### src/etfp_pkg.sv
// ----------------------------------------------------------------------------
// etfp_pkg
// Shared types, constants and palette helpers for the escape-time pixel unit.
// ----------------------------------------------------------------------------
package etfp_pkg;

  localparam int CFG_DATA_W  = 32;
  localparam int CFG_INDEX_W = 3;
  localparam int COLOR_W     = 8;
  localparam int COUNT_W     = 10;
  localparam int STEP_W      = 31;
  localparam int PALETTE_W   = 24;
  localparam int VAL_W       = 32;
  localparam int MUL_OP_W    = 33;
  localparam int PIXEL_BITS  = 12;

  // count*255 needs COUNT_W + 8 bits; one quotient bit per divider cycle
  localparam int DIVIDEND_W  = COUNT_W + 8;
  localparam int DIV_CNT_W   = 5;

  localparam logic [COLOR_W-1:0] IDX_MAX   = 8'd255;
  localparam logic [COLOR_W-1:0] RAMP_CAP  = 8'd253;
  localparam logic [COLOR_W-1:0] SEG_G_LO  = 8'd85;
  localparam logic [COLOR_W-1:0] SEG_B_LO  = 8'd170;
  localparam logic [6:0]         SEG_LEN   = 7'd85;

  localparam logic [COUNT_W-1:0]    RST_MAX_ITERATIONS = 10'd250;
  localparam logic [VAL_W-1:0]      RST_ORIGIN_RE      = 32'hD800_0000;
  localparam logic [VAL_W-1:0]      RST_ORIGIN_IM      = 32'hE800_0000;
  localparam logic [STEP_W-1:0]     RST_PIXEL_STEP     = 31'd1342177;
  localparam logic [VAL_W-1:0]      RST_START_RE       = 32'h0000_0000;
  localparam logic [VAL_W-1:0]      RST_START_IM       = 32'h0000_0000;
  localparam logic [PALETTE_W-1:0]  RST_PALETTE_STARTS = 24'h00_1522;

  typedef enum logic [CFG_INDEX_W-1:0] {
    CFG_MAX_ITERATIONS = 3'd0,
    CFG_ORIGIN_RE      = 3'd1,
    CFG_ORIGIN_IM      = 3'd2,
    CFG_PIXEL_STEP     = 3'd3,
    CFG_START_RE       = 3'd4,
    CFG_START_IM       = 3'd5,
    CFG_PALETTE_STARTS = 3'd6
  } cfg_idx_t;

  // v mod 3 via base-4 digit sums (4 == 1 mod 3)
  function automatic logic [1:0] mod3_u8(input logic [7:0] v);
    logic [3:0] s;
    logic [2:0] t;
    s = {2'b00, v[7:6]} + {2'b00, v[5:4]} + {2'b00, v[3:2]} + {2'b00, v[1:0]};
    t = {1'b0, s[3:2]} + {1'b0, s[1:0]};
    if (t >= 3'd6) begin
      t = t - 3'd6;
    end else if (t >= 3'd3) begin
      t = t - 3'd3;
    end
    return t[1:0];
  endfunction

  // steps taken inside one ramp segment starting at entry lo
  function automatic logic [6:0] ramp_steps(input logic [7:0] idx, input logic [7:0] lo);
    logic [7:0] d;
    d = idx - lo;
    if (idx <= lo) begin
      return 7'd0;
    end else if (d >= 8'(SEG_LEN)) begin
      return SEG_LEN;
    end else begin
      return d[6:0];
    end
  endfunction

  // level after k increments of 3, each taken only while below the cap
  function automatic logic [7:0] ramp_level(input logic [7:0] start, input logic [6:0] k);
    logic [9:0] t;
    logic [7:0] lvl;
    t = 10'(start) + 10'({k, 1'b0}) + 10'(k);
    if (start >= RAMP_CAP) begin
      lvl = start;
    end else if (t < 10'(RAMP_CAP)) begin
      lvl = t[7:0];
    end else begin
      // first level at or above the cap keeps the residue of start
      case (mod3_u8(start))
        2'd1:    lvl = RAMP_CAP;
        2'd2:    lvl = RAMP_CAP + 8'd1;
        default: lvl = RAMP_CAP + 8'd2;
      endcase
    end
    return lvl;
  endfunction

endpackage

### src/etfp_if.sv
// ----------------------------------------------------------------------------
// etfp_if
// Pixel and result channels: valid/ready handshake with payload.
// ----------------------------------------------------------------------------
interface etfp_in_if import etfp_pkg::*; ();
  logic                  valid;
  logic                  ready;
  logic [PIXEL_BITS-1:0] pixel_x;
  logic [PIXEL_BITS-1:0] pixel_y;

  modport source (output valid, output pixel_x, output pixel_y, input ready);
  modport sink   (input valid, input pixel_x, input pixel_y, output ready);
endinterface

interface etfp_out_if import etfp_pkg::*; ();
  logic               valid;
  logic               ready;
  logic [COLOR_W-1:0] red;
  logic [COLOR_W-1:0] green;
  logic [COLOR_W-1:0] blue;
  logic [COUNT_W-1:0] iteration_count;
  logic               inside_res;

  modport source (output valid, output red, output green, output blue,
                  output iteration_count, output inside_res, input ready);
  modport sink   (input valid, input red, input green, input blue,
                  input iteration_count, input inside_res, output ready);
endinterface

### src/escape_time_fractal_pixel_unit.sv
// ----------------------------------------------------------------------------
// escape_time_fractal_pixel_unit
// Escape-time fractal pixel: z = z*z + c on one shared multiplier, ramp color.
// ----------------------------------------------------------------------------
// Usage:
//   in_chan carries one pixel item (pixel_x, pixel_y); out_chan returns one
//   result item (red, green, blue, iteration_count, inside_res) per pixel.
//   Registers are written through cfg_we/cfg_index/cfg_wdata while idle.
// Sequence:
//   One pixel at a time. A single 33x33 signed multiplier is time-shared:
//   states S_CRE, S_CIM and S_CSAT form c, then each iteration runs z.re^2,
//   z.im^2, z.re*z.im and the update in turn, and a final pass of the squares
//   ends in the escape test. An escaped pixel then runs a shift-subtract
//   divider for the ramp index. in_chan.ready is high only while the
//   sequencer is idle, so a new item is taken only after the last one has
//   been written back to the output register.
// Reset:
//   Synchronous; registers return to their defaults and no item is held.
// Stall:
//   A result waits in the output register; the next pixel is taken and
//   computed meanwhile, and holds before writeback until the register frees.
// ----------------------------------------------------------------------------
module escape_time_fractal_pixel_unit import etfp_pkg::*; #(
  parameter int FRAC_BITS  = 28
) (
  input  logic                   clk,
  input  logic                   rst_n,
  etfp_in_if.sink                in_chan,
  etfp_out_if.source             out_chan,
  input  logic                   cfg_we,
  input  logic [CFG_INDEX_W-1:0] cfg_index,
  input  logic [CFG_DATA_W-1:0]  cfg_wdata
);

  localparam int PW = 2 * MUL_OP_W;          // full product width
  localparam int SW = 65 - FRAC_BITS;        // scaled square / cross width

  localparam logic signed [PW-1:0] FOUR  = PW'(4) << FRAC_BITS;
  localparam logic signed [PW-1:0] S_MAX = (PW'(1) << (VAL_W - 1)) - PW'(1);
  localparam logic signed [PW-1:0] S_MIN = -(PW'(1) << (VAL_W - 1));

  typedef enum logic [3:0] {
    S_IDLE, S_CRE, S_CIM, S_CSAT, S_SQA, S_SQB, S_CROSS, S_UPD, S_DIV, S_OUT
  } state_t;

  function automatic logic signed [VAL_W-1:0] sat32(input logic signed [PW-1:0] v);
    if (v > S_MAX) begin
      return S_MAX[VAL_W-1:0];
    end else if (v < S_MIN) begin
      return S_MIN[VAL_W-1:0];
    end else begin
      return v[VAL_W-1:0];
    end
  endfunction

  // configuration
  logic [COUNT_W-1:0]       max_iter_r;
  logic signed [VAL_W-1:0]  origin_re_r;
  logic signed [VAL_W-1:0]  origin_im_r;
  logic [STEP_W-1:0]        pixel_step_r;
  logic signed [VAL_W-1:0]  start_re_r;
  logic signed [VAL_W-1:0]  start_im_r;
  logic [PALETTE_W-1:0]     palette_r;

  // datapath
  state_t                   state_r;
  logic [PIXEL_BITS-1:0]    px_r;
  logic [PIXEL_BITS-1:0]    py_r;
  logic signed [PW-1:0]     prod_r;
  logic signed [VAL_W-1:0]  cre_r;
  logic signed [VAL_W-1:0]  cim_r;
  logic signed [VAL_W-1:0]  a_r;
  logic signed [VAL_W-1:0]  b_r;
  logic signed [SW-1:0]     aa_r;
  logic signed [SW-1:0]     bb_r;
  logic signed [SW-1:0]     ab_r;
  logic [COUNT_W-1:0]       count_r;
  logic                     inside_r;
  logic [DIVIDEND_W-1:0]    quo_r;
  logic [COUNT_W-1:0]       rem_r;
  logic [DIV_CNT_W-1:0]     div_cnt_r;

  // output register
  logic                     out_valid_r;
  logic [COLOR_W-1:0]       red_r;
  logic [COLOR_W-1:0]       green_r;
  logic [COLOR_W-1:0]       blue_r;
  logic [COUNT_W-1:0]       out_count_r;
  logic                     out_inside_r;

  // shared multiplier
  logic signed [MUL_OP_W-1:0] op_a;
  logic signed [MUL_OP_W-1:0] op_b;
  logic signed [PW-1:0]       prod;
  logic signed [PW-1:0]       sq_sh;
  logic signed [PW-1:0]       cr_sh;

  always_comb begin
    case (state_r)
      S_CRE: begin
        op_a = $signed({{(MUL_OP_W - PIXEL_BITS){1'b0}}, px_r});
        op_b = $signed({{(MUL_OP_W - STEP_W){1'b0}}, pixel_step_r});
      end
      S_CIM: begin
        op_a = $signed({{(MUL_OP_W - PIXEL_BITS){1'b0}}, py_r});
        op_b = $signed({{(MUL_OP_W - STEP_W){1'b0}}, pixel_step_r});
      end
      S_SQB: begin
        op_a = $signed({b_r[VAL_W-1], b_r});
        op_b = $signed({b_r[VAL_W-1], b_r});
      end
      S_CROSS: begin
        op_a = $signed({a_r[VAL_W-1], a_r});
        op_b = $signed({b_r[VAL_W-1], b_r});
      end
      default: begin
        op_a = $signed({a_r[VAL_W-1], a_r});
        op_b = $signed({a_r[VAL_W-1], a_r});
      end
    endcase
  end

  assign prod  = op_a * op_b;
  assign sq_sh = prod >>> FRAC_BITS;
  assign cr_sh = prod >>> (FRAC_BITS - 1);

  // escape / limit test on the squares of the current z
  logic signed [PW-1:0] mag;
  logic                 at_limit;
  logic                 finish;
  assign mag      = PW'(aa_r) + PW'(bb_r);
  assign at_limit = (count_r == max_iter_r);
  assign finish   = ((count_r != '0) && (mag > FOUR)) || at_limit;

  logic signed [PW-1:0] re_sum;
  logic signed [PW-1:0] im_sum;
  assign re_sum = PW'(aa_r) - PW'(bb_r) + PW'(cre_r);
  assign im_sum = PW'(ab_r) + PW'(cim_r);

  // divider step
  logic [COUNT_W:0]   trial;
  logic               q_bit;
  assign trial = {rem_r, quo_r[DIVIDEND_W-1]};
  assign q_bit = (trial >= {1'b0, max_iter_r - COUNT_W'(1)});

  // palette
  logic [COLOR_W-1:0] ramp_idx;
  logic [COLOR_W-1:0] red_nxt;
  logic [COLOR_W-1:0] green_nxt;
  logic [COLOR_W-1:0] blue_nxt;
  logic               out_free;

  always_comb begin
    ramp_idx = (quo_r > DIVIDEND_W'(IDX_MAX)) ? IDX_MAX : quo_r[COLOR_W-1:0];
    if (inside_r) begin
      red_nxt   = '0;
      green_nxt = '0;
      blue_nxt  = '0;
    end else begin
      red_nxt   = ramp_level(palette_r[23:16], ramp_steps(ramp_idx, 8'd0));
      green_nxt = ramp_level(palette_r[15:8], ramp_steps(ramp_idx, SEG_G_LO));
      blue_nxt  = ramp_level(palette_r[7:0], ramp_steps(ramp_idx, SEG_B_LO));
    end
  end

  assign out_free = !out_valid_r || out_chan.ready;

  // configuration registers
  always_ff @(posedge clk) begin
    if (!rst_n) begin
      max_iter_r   <= RST_MAX_ITERATIONS;
      origin_re_r  <= RST_ORIGIN_RE;
      origin_im_r  <= RST_ORIGIN_IM;
      pixel_step_r <= RST_PIXEL_STEP;
      start_re_r   <= RST_START_RE;
      start_im_r   <= RST_START_IM;
      palette_r    <= RST_PALETTE_STARTS;
    end else if (cfg_we) begin
      case (cfg_idx_t'(cfg_index))
        CFG_MAX_ITERATIONS: max_iter_r   <= cfg_wdata[COUNT_W-1:0];
        CFG_ORIGIN_RE:      origin_re_r  <= cfg_wdata;
        CFG_ORIGIN_IM:      origin_im_r  <= cfg_wdata;
        CFG_PIXEL_STEP:     pixel_step_r <= cfg_wdata[STEP_W-1:0];
        CFG_START_RE:       start_re_r   <= cfg_wdata;
        CFG_START_IM:       start_im_r   <= cfg_wdata;
        CFG_PALETTE_STARTS: palette_r    <= cfg_wdata[PALETTE_W-1:0];
        default: ;
      endcase
    end
  end

  // sequencer
  always_ff @(posedge clk) begin
    if (!rst_n) begin
      state_r     <= S_IDLE;
      out_valid_r <= 1'b0;
    end else begin
      // in S_OUT the writeback below decides the output valid
      if (out_valid_r && out_chan.ready && (state_r != S_OUT)) begin
        out_valid_r <= 1'b0;
      end
      case (state_r)
        S_IDLE: begin
          if (in_chan.valid) begin
            px_r    <= in_chan.pixel_x;
            py_r    <= in_chan.pixel_y;
            a_r     <= start_re_r;
            b_r     <= start_im_r;
            count_r <= '0;
            state_r <= S_CRE;
          end
        end
        S_CRE: begin
          prod_r  <= prod;
          state_r <= S_CIM;
        end
        S_CIM: begin
          cre_r   <= sat32(PW'(origin_re_r) + prod_r);
          prod_r  <= prod;
          state_r <= S_CSAT;
        end
        S_CSAT: begin
          cim_r   <= sat32(PW'(origin_im_r) + prod_r);
          state_r <= S_SQA;
        end
        S_SQA: begin
          aa_r    <= sq_sh[SW-1:0];
          state_r <= S_SQB;
        end
        S_SQB: begin
          bb_r    <= sq_sh[SW-1:0];
          state_r <= S_CROSS;
        end
        S_CROSS: begin
          if (finish) begin
            inside_r <= at_limit;
            // count*255 = count*256 - count
            quo_r     <= {count_r, 8'd0} - DIVIDEND_W'(count_r);
            rem_r     <= '0;
            div_cnt_r <= DIV_CNT_W'(DIVIDEND_W - 1);
            state_r   <= at_limit ? S_OUT : S_DIV;
          end else begin
            ab_r    <= cr_sh[SW-1:0];
            state_r <= S_UPD;
          end
        end
        S_UPD: begin
          a_r     <= sat32(re_sum);
          b_r     <= sat32(im_sum);
          count_r <= count_r + COUNT_W'(1);
          state_r <= S_SQA;
        end
        S_DIV: begin
          rem_r <= q_bit ? (trial[COUNT_W-1:0] - (max_iter_r - COUNT_W'(1)))
                         : trial[COUNT_W-1:0];
          quo_r <= {quo_r[DIVIDEND_W-2:0], q_bit};
          if (div_cnt_r == '0) begin
            state_r <= S_OUT;
          end else begin
            div_cnt_r <= div_cnt_r - DIV_CNT_W'(1);
          end
        end
        S_OUT: begin
          if (out_free) begin
            red_r        <= red_nxt;
            green_r      <= green_nxt;
            blue_r       <= blue_nxt;
            out_count_r  <= count_r;
            out_inside_r <= inside_r;
            out_valid_r  <= 1'b1;
            state_r      <= S_IDLE;
          end
        end
        default: state_r <= S_IDLE;
      endcase
    end
  end

  assign in_chan.ready            = (state_r == S_IDLE);
  assign out_chan.valid           = out_valid_r;
  assign out_chan.red             = red_r;
  assign out_chan.green           = green_r;
  assign out_chan.blue            = blue_r;
  assign out_chan.iteration_count = out_count_r;
  assign out_chan.inside_res      = out_inside_r;

endmodule

### src/flat_wrapper.sv
// flat-port wrapper written by rule: the top's interface ports become plain ports
module escape_time_fractal_pixel_unit_flat import etfp_pkg::*;
#(
  parameter int FRAC_BITS  = 28
)
  (clk, rst_n, cfg_we, cfg_index, cfg_wdata, in_chan_valid, in_chan_pixel_x, in_chan_pixel_y, in_chan_ready, out_chan_valid, out_chan_red, out_chan_green, out_chan_blue, out_chan_iteration_count, out_chan_inside_res, out_chan_ready);
  etfp_in_if in_chan_i ();
  etfp_out_if out_chan_i ();
  input  logic clk;
  input  logic rst_n;
  input  logic cfg_we;
  input  logic [CFG_INDEX_W-1:0] cfg_index;
  input  logic [CFG_DATA_W-1:0] cfg_wdata;
  input wire logic [$bits(in_chan_i.valid)-1:0] in_chan_valid;
  input wire logic [$bits(in_chan_i.pixel_x)-1:0] in_chan_pixel_x;
  input wire logic [$bits(in_chan_i.pixel_y)-1:0] in_chan_pixel_y;
  output wire logic [$bits(in_chan_i.ready)-1:0] in_chan_ready;
  output wire logic [$bits(out_chan_i.valid)-1:0] out_chan_valid;
  output wire logic [$bits(out_chan_i.red)-1:0] out_chan_red;
  output wire logic [$bits(out_chan_i.green)-1:0] out_chan_green;
  output wire logic [$bits(out_chan_i.blue)-1:0] out_chan_blue;
  output wire logic [$bits(out_chan_i.iteration_count)-1:0] out_chan_iteration_count;
  output wire logic [$bits(out_chan_i.inside_res)-1:0] out_chan_inside_res;
  input wire logic [$bits(out_chan_i.ready)-1:0] out_chan_ready;
  assign in_chan_i.valid = in_chan_valid;
  assign in_chan_i.pixel_x = in_chan_pixel_x;
  assign in_chan_i.pixel_y = in_chan_pixel_y;
  assign in_chan_ready = in_chan_i.ready;
  assign out_chan_valid = out_chan_i.valid;
  assign out_chan_red = out_chan_i.red;
  assign out_chan_green = out_chan_i.green;
  assign out_chan_blue = out_chan_i.blue;
  assign out_chan_iteration_count = out_chan_i.iteration_count;
  assign out_chan_inside_res = out_chan_i.inside_res;
  assign out_chan_i.ready = out_chan_ready;
  escape_time_fractal_pixel_unit #(.FRAC_BITS(FRAC_BITS)) u_core (.clk(clk), .rst_n(rst_n), .in_chan(in_chan_i), .out_chan(out_chan_i), .cfg_we(cfg_we), .cfg_index(cfg_index), .cfg_wdata(cfg_wdata));
endmodule
### config.mk
export PLATFORM = sky130hd
export DESIGN_NAME = escape_time_fractal_pixel_unit_flat
export DESIGN_NICKNAME = d
export VERILOG_FILES = /design/src/etfp_pkg.sv /design/src/etfp_if.sv /design/src/escape_time_fractal_pixel_unit.sv /design/src/flat_wrapper.sv
export SDC_FILE = /design/constraint.sdc
export NUM_CORES = 2
export LEC_CHECK = 0
export ABC_AREA = 1
export BUFFER_PORTS_ARGS = -buffer_cell sky130_fd_sc_hd__buf_2
export CORE_ASPECT_RATIO = 1.1
export CORE_MARGIN = 2
export CORE_UTILIZATION = 52
export DETAILED_ROUTE_END_ITERATION = 12
export PLACE_DENSITY = 0.77
export SLEW_MARGIN = 0
export SYNTH_ARGS = -nofsm -noshare
export SYNTH_HDL_FRONTEND = slang
export SYNTH_SLANG_ARGS = --single-unit
### constraint.sdc
create_clock -name clk -period 21.1 [get_ports clk]
set_input_delay 2.11 -clock clk [delete_from_list [all_inputs] [get_ports clk]]
set_output_delay 2.11 -clock clk [all_outputs]
set_load 0.1 [all_outputs]
==> impl_metrics.py <==
metrics = {
    "run_status": {
        "status": "finished clean",
    },
    "drt": {
        "drtIter0Drc": 8454,
        "drc": 0,
        "antenna_left": 0,
        "drt-total-wl_um": 336300,
        "dr.pass1.iters": 9,
        "num_vias": 77150,
        "wire_per_inst_um": 25.31,
        "viasPerCell": 5.806,
    },
    "yosys": {
        "synth_top_area_share": 0.2779,
        "netlist_instances": 11080,
        "synth_largest_area_cell": "fa_1",
        "ys_top_cells_by_count": "2,390 x inv_1, 2,108 x nand2_1, 1,515 x nor2_1",
        "synth_area_leaders": "fa_1 28%, edfxtp_1 14%, inv_1 11%, nand2_1 9.3%, ha_1 8.5%",
        "synth.most_common_cell": "inv_1",
        "netlist_area_um2": 85430,
        "async_flop_share": 0,
        "yosysWarnings": 0,
        "synth-edff-count": 408,
        "synth.yosys.seq_area_share": 0.1898,
        "synth_area_per_cell_um2": 7.712,
        "synth-seq-cells": 606,
        "synth_ff_type": "edfxtp_1",
        "synth_cell_types": 67,
        "synth_nets": 12910,
    },
    "die": {
        "die_y_um": 429.1,
        "dieArea_um2": 167600,
        "core_area_um2": 163800,
        "row_count": 156,
        "die_w_um": 390.5,
        "start_util": 0.5217,
        "io-pin-count": 101,
    },
    "job": {
        "maxCapViolCount": 0,
    },
    "worst_setup_path": {
        "crit_fanout": 30,
        "path_buf_inv": 14,
        "startpoint_type": "register",
        "cp-end-kind": "register",
        "path_delay_family": "adder cells",
        "worst_path_largest_cell_delay_ps": 1000,
        "crit_slowest_cell": "a21oi_2",
        "r2r-start": "u_core.state_r[0]$_SDFFE_PN0P_",
        "worstReg2RegEnd": "u_core.ab_r[33]$_DFFE_PP_",
        "cp_data_arrival_time_ps": 13010,
        "cp.required_ps": 21460,
        "criticalPathCategory": "register to register",
        "crit_top_cell": "fa_1",
        "r2r_cells": 39,
        "rrSetupSlack_ps": 8450,
    },
    "clock_tree": {
        "ctsResizeCount": 0,
        "cts_buffer_depth": 3,
        "holdBufCountCts": 0,
        "htreeDepth": 3,
        "cts_root_buf": "clkbuf_16",
        "insertion_delay_ps": 660,
        "clk_pin_slew_ps": 60,
        "cts_tree": "built",
        "numCtsBuffers": 66,
        "cts_sinks": 606,
        "postCtsSetupRepairBufs": 0,
    },
    "placed_design": {
        "place.gp.congestion": 1.053,
        "dp_hpwl_um": 271500,
        "port_buffers": 100,
        "placedCellCount": 13150,
    },
    "timing": {
        "max_slew_margin": 0.1412,
        "fmax_mhz": 79.05,
        "slew_violations": 0,
        "hold_violations": 0,
        "setup_violations": 0,
        "skew_ps": 51.04,
        "rsz0062_at_grt": "no",
        "finalSetupTns_ps": 0,
        "period_share": 0.5995,
        "worst_slew_pin_slew_ps": 1288,
        "whs_ps": 461.3,
        "period_minus_slack_ps": 12650,
    },
    "grt": {
        "use_met1": 0.5013,
        "grtUsageMet2": 0.5930,
        "top_usage_layer": "met2",
        "grt_pass1_wl_um": 491700,
        "grt.total_usage": 0.3995,
        "grt_pass1_vias": 77810,
        "grt_max_degree": 91,
        "grt_remaining_overflow": 0,
        "antenna_found_initial": 17,
        "globalRouteMet3Util": 0.1119,
    },
    "cells_and_area": {
        "seq_area_um2": 16220,
        "multiInputGateArea_um2": 59040,
        "instances_no_fill": 13290,
        "layout-drive-gt1-share": 0.04811,
        "fin_nets": 12920,
        "area_growth_pct": 6.279,
        "nFillCells": 15270,
        "final_util": 0.5544,
    },
    "min_path": {
        "min_path_type": "register to register",
        "hold_end": "u_core.pixel_step_r[30]$_SDFFE_PN0P_",
        "hold_path.startpoint": "u_core.pixel_step_r[30]$_SDFFE_PN0P_",
        "holdPathStages": 2,
    },
}
-- kinds of logic after synthesis --
logic type / share of synthesized area
compound gates: 0.09441
buf+inv: 0.1219
flops: 0.1898
xor+xnor: 0.03174
simple gates: 0.1997
fa+ha+maj: 0.3624
-- routing by layer --
layer | vias to the layer above | wire (µm)
met3 | 1236 | 40230
met4 | 8 | 29100
li1 | 33990 | -
met5 | - | 60
met2 | 4656 | 142900
met1 | 37260 | 124000
-- worst min-delay path, cell delays in order (launching register included) --
cell     delay, ps
dfxtp_1        300
inv_1           60
a21oi_1         60
-- area by class of cell --
cell class / count / area share
Antenna cell: 14 / 0.0003859
Clock buffer: 74 / 0.01874
Clock inverter: 46 / 0.006256
Inverter: 2431 / 0.1005
Multi-Input combinational cell: 7758 / 0.6502
Sequential cell: 606 / 0.1786
Tap cell: 2133 / 0.02939
Timing Repair Buffer: 225 / 0.01592
-- flip-flops by register name, indices dropped and copies added (netlist names), 18 cells and up --
signal / cells
u_core.cre_r: 32
u_core.origin_im_r: 32
u_core.cim_r: 32
u_core.start_im_r: 32
u_core.start_re_r: 32
u_core.a_r: 32
u_core.pixel_step_r: 31
u_core.b_r: 32
u_core.quo_r: 18
u_core.prod_r: 66
u_core.palette_r: 24
u_core.origin_re_r: 32
u_core.ab_r: 37
u_core.bb_r: 37
u_core.aa_r: 37
-- through the flow --
stage                     worst slack (ps)  cell area [µm²]
final                                 8450            90800
after global routing                  8192            90770
after CTS                             8907            90760
after detailed placement              8939            88490
after global placement                8559            88480
after floorplan                      12150            85430
-- how the worst max path moves through the flow --
stage                     cells after the start  slack, ps                           start                           to
final                                        39       8450  u_core.state_r[0]$_SDFFE_PN0P_    u_core.ab_r[33]$_DFFE_PP_
after global routing                         40       8190  u_core.state_r[3]$_SDFFE_PN0P_  u_core.prod_r[60]$_DFFE_PP_
after CTS                                    40       8910  u_core.state_r[3]$_SDFFE_PN0P_    u_core.aa_r[32]$_DFFE_PP_
after detailed placement                     40       8940  u_core.state_r[3]$_SDFFE_PN0P_    u_core.aa_r[32]$_DFFE_PP_
after global placement                       39       8560  u_core.state_r[0]$_SDFFE_PN0P_    u_core.aa_r[32]$_DFFE_PP_
after floorplan                              34      12150  u_core.state_r[0]$_SDFFE_PN0P_    u_core.aa_r[34]$_DFFE_PP_
-- cell usage in the layout, fill, tap and decap left out, types with 12 or more instances in the layout --
cell type  instances
xor2_1           189
nor2_2            56
o22ai_1           15
a21oi_1          626
nand2_1         2107
o31ai_1           12
xnor2_1          111
inv_1           2388
inv_2             25
clkbuf_16         66
nor3_1            77
nand4_1           72
ha_1             577
o211ai_1          24
dfxtp_1          198
o21ai_1           27
a31oi_1           31
diode_2           14
buf_4            125
o21a_1            42
clkinv_1          27
o21ai_0          526
o21bai_1          38
a21oi_2           21
a21o_1            13
edfxtp_1         408
nor4_1            27
buf_2             99
nand2_2           28
nor2_1          1491
fa_1            1186
nand3_1          273
nand3b_1          35
Power is not shown: default switching activity piles up to over one toggle a cycle in this logic, so the estimate is an artifact.
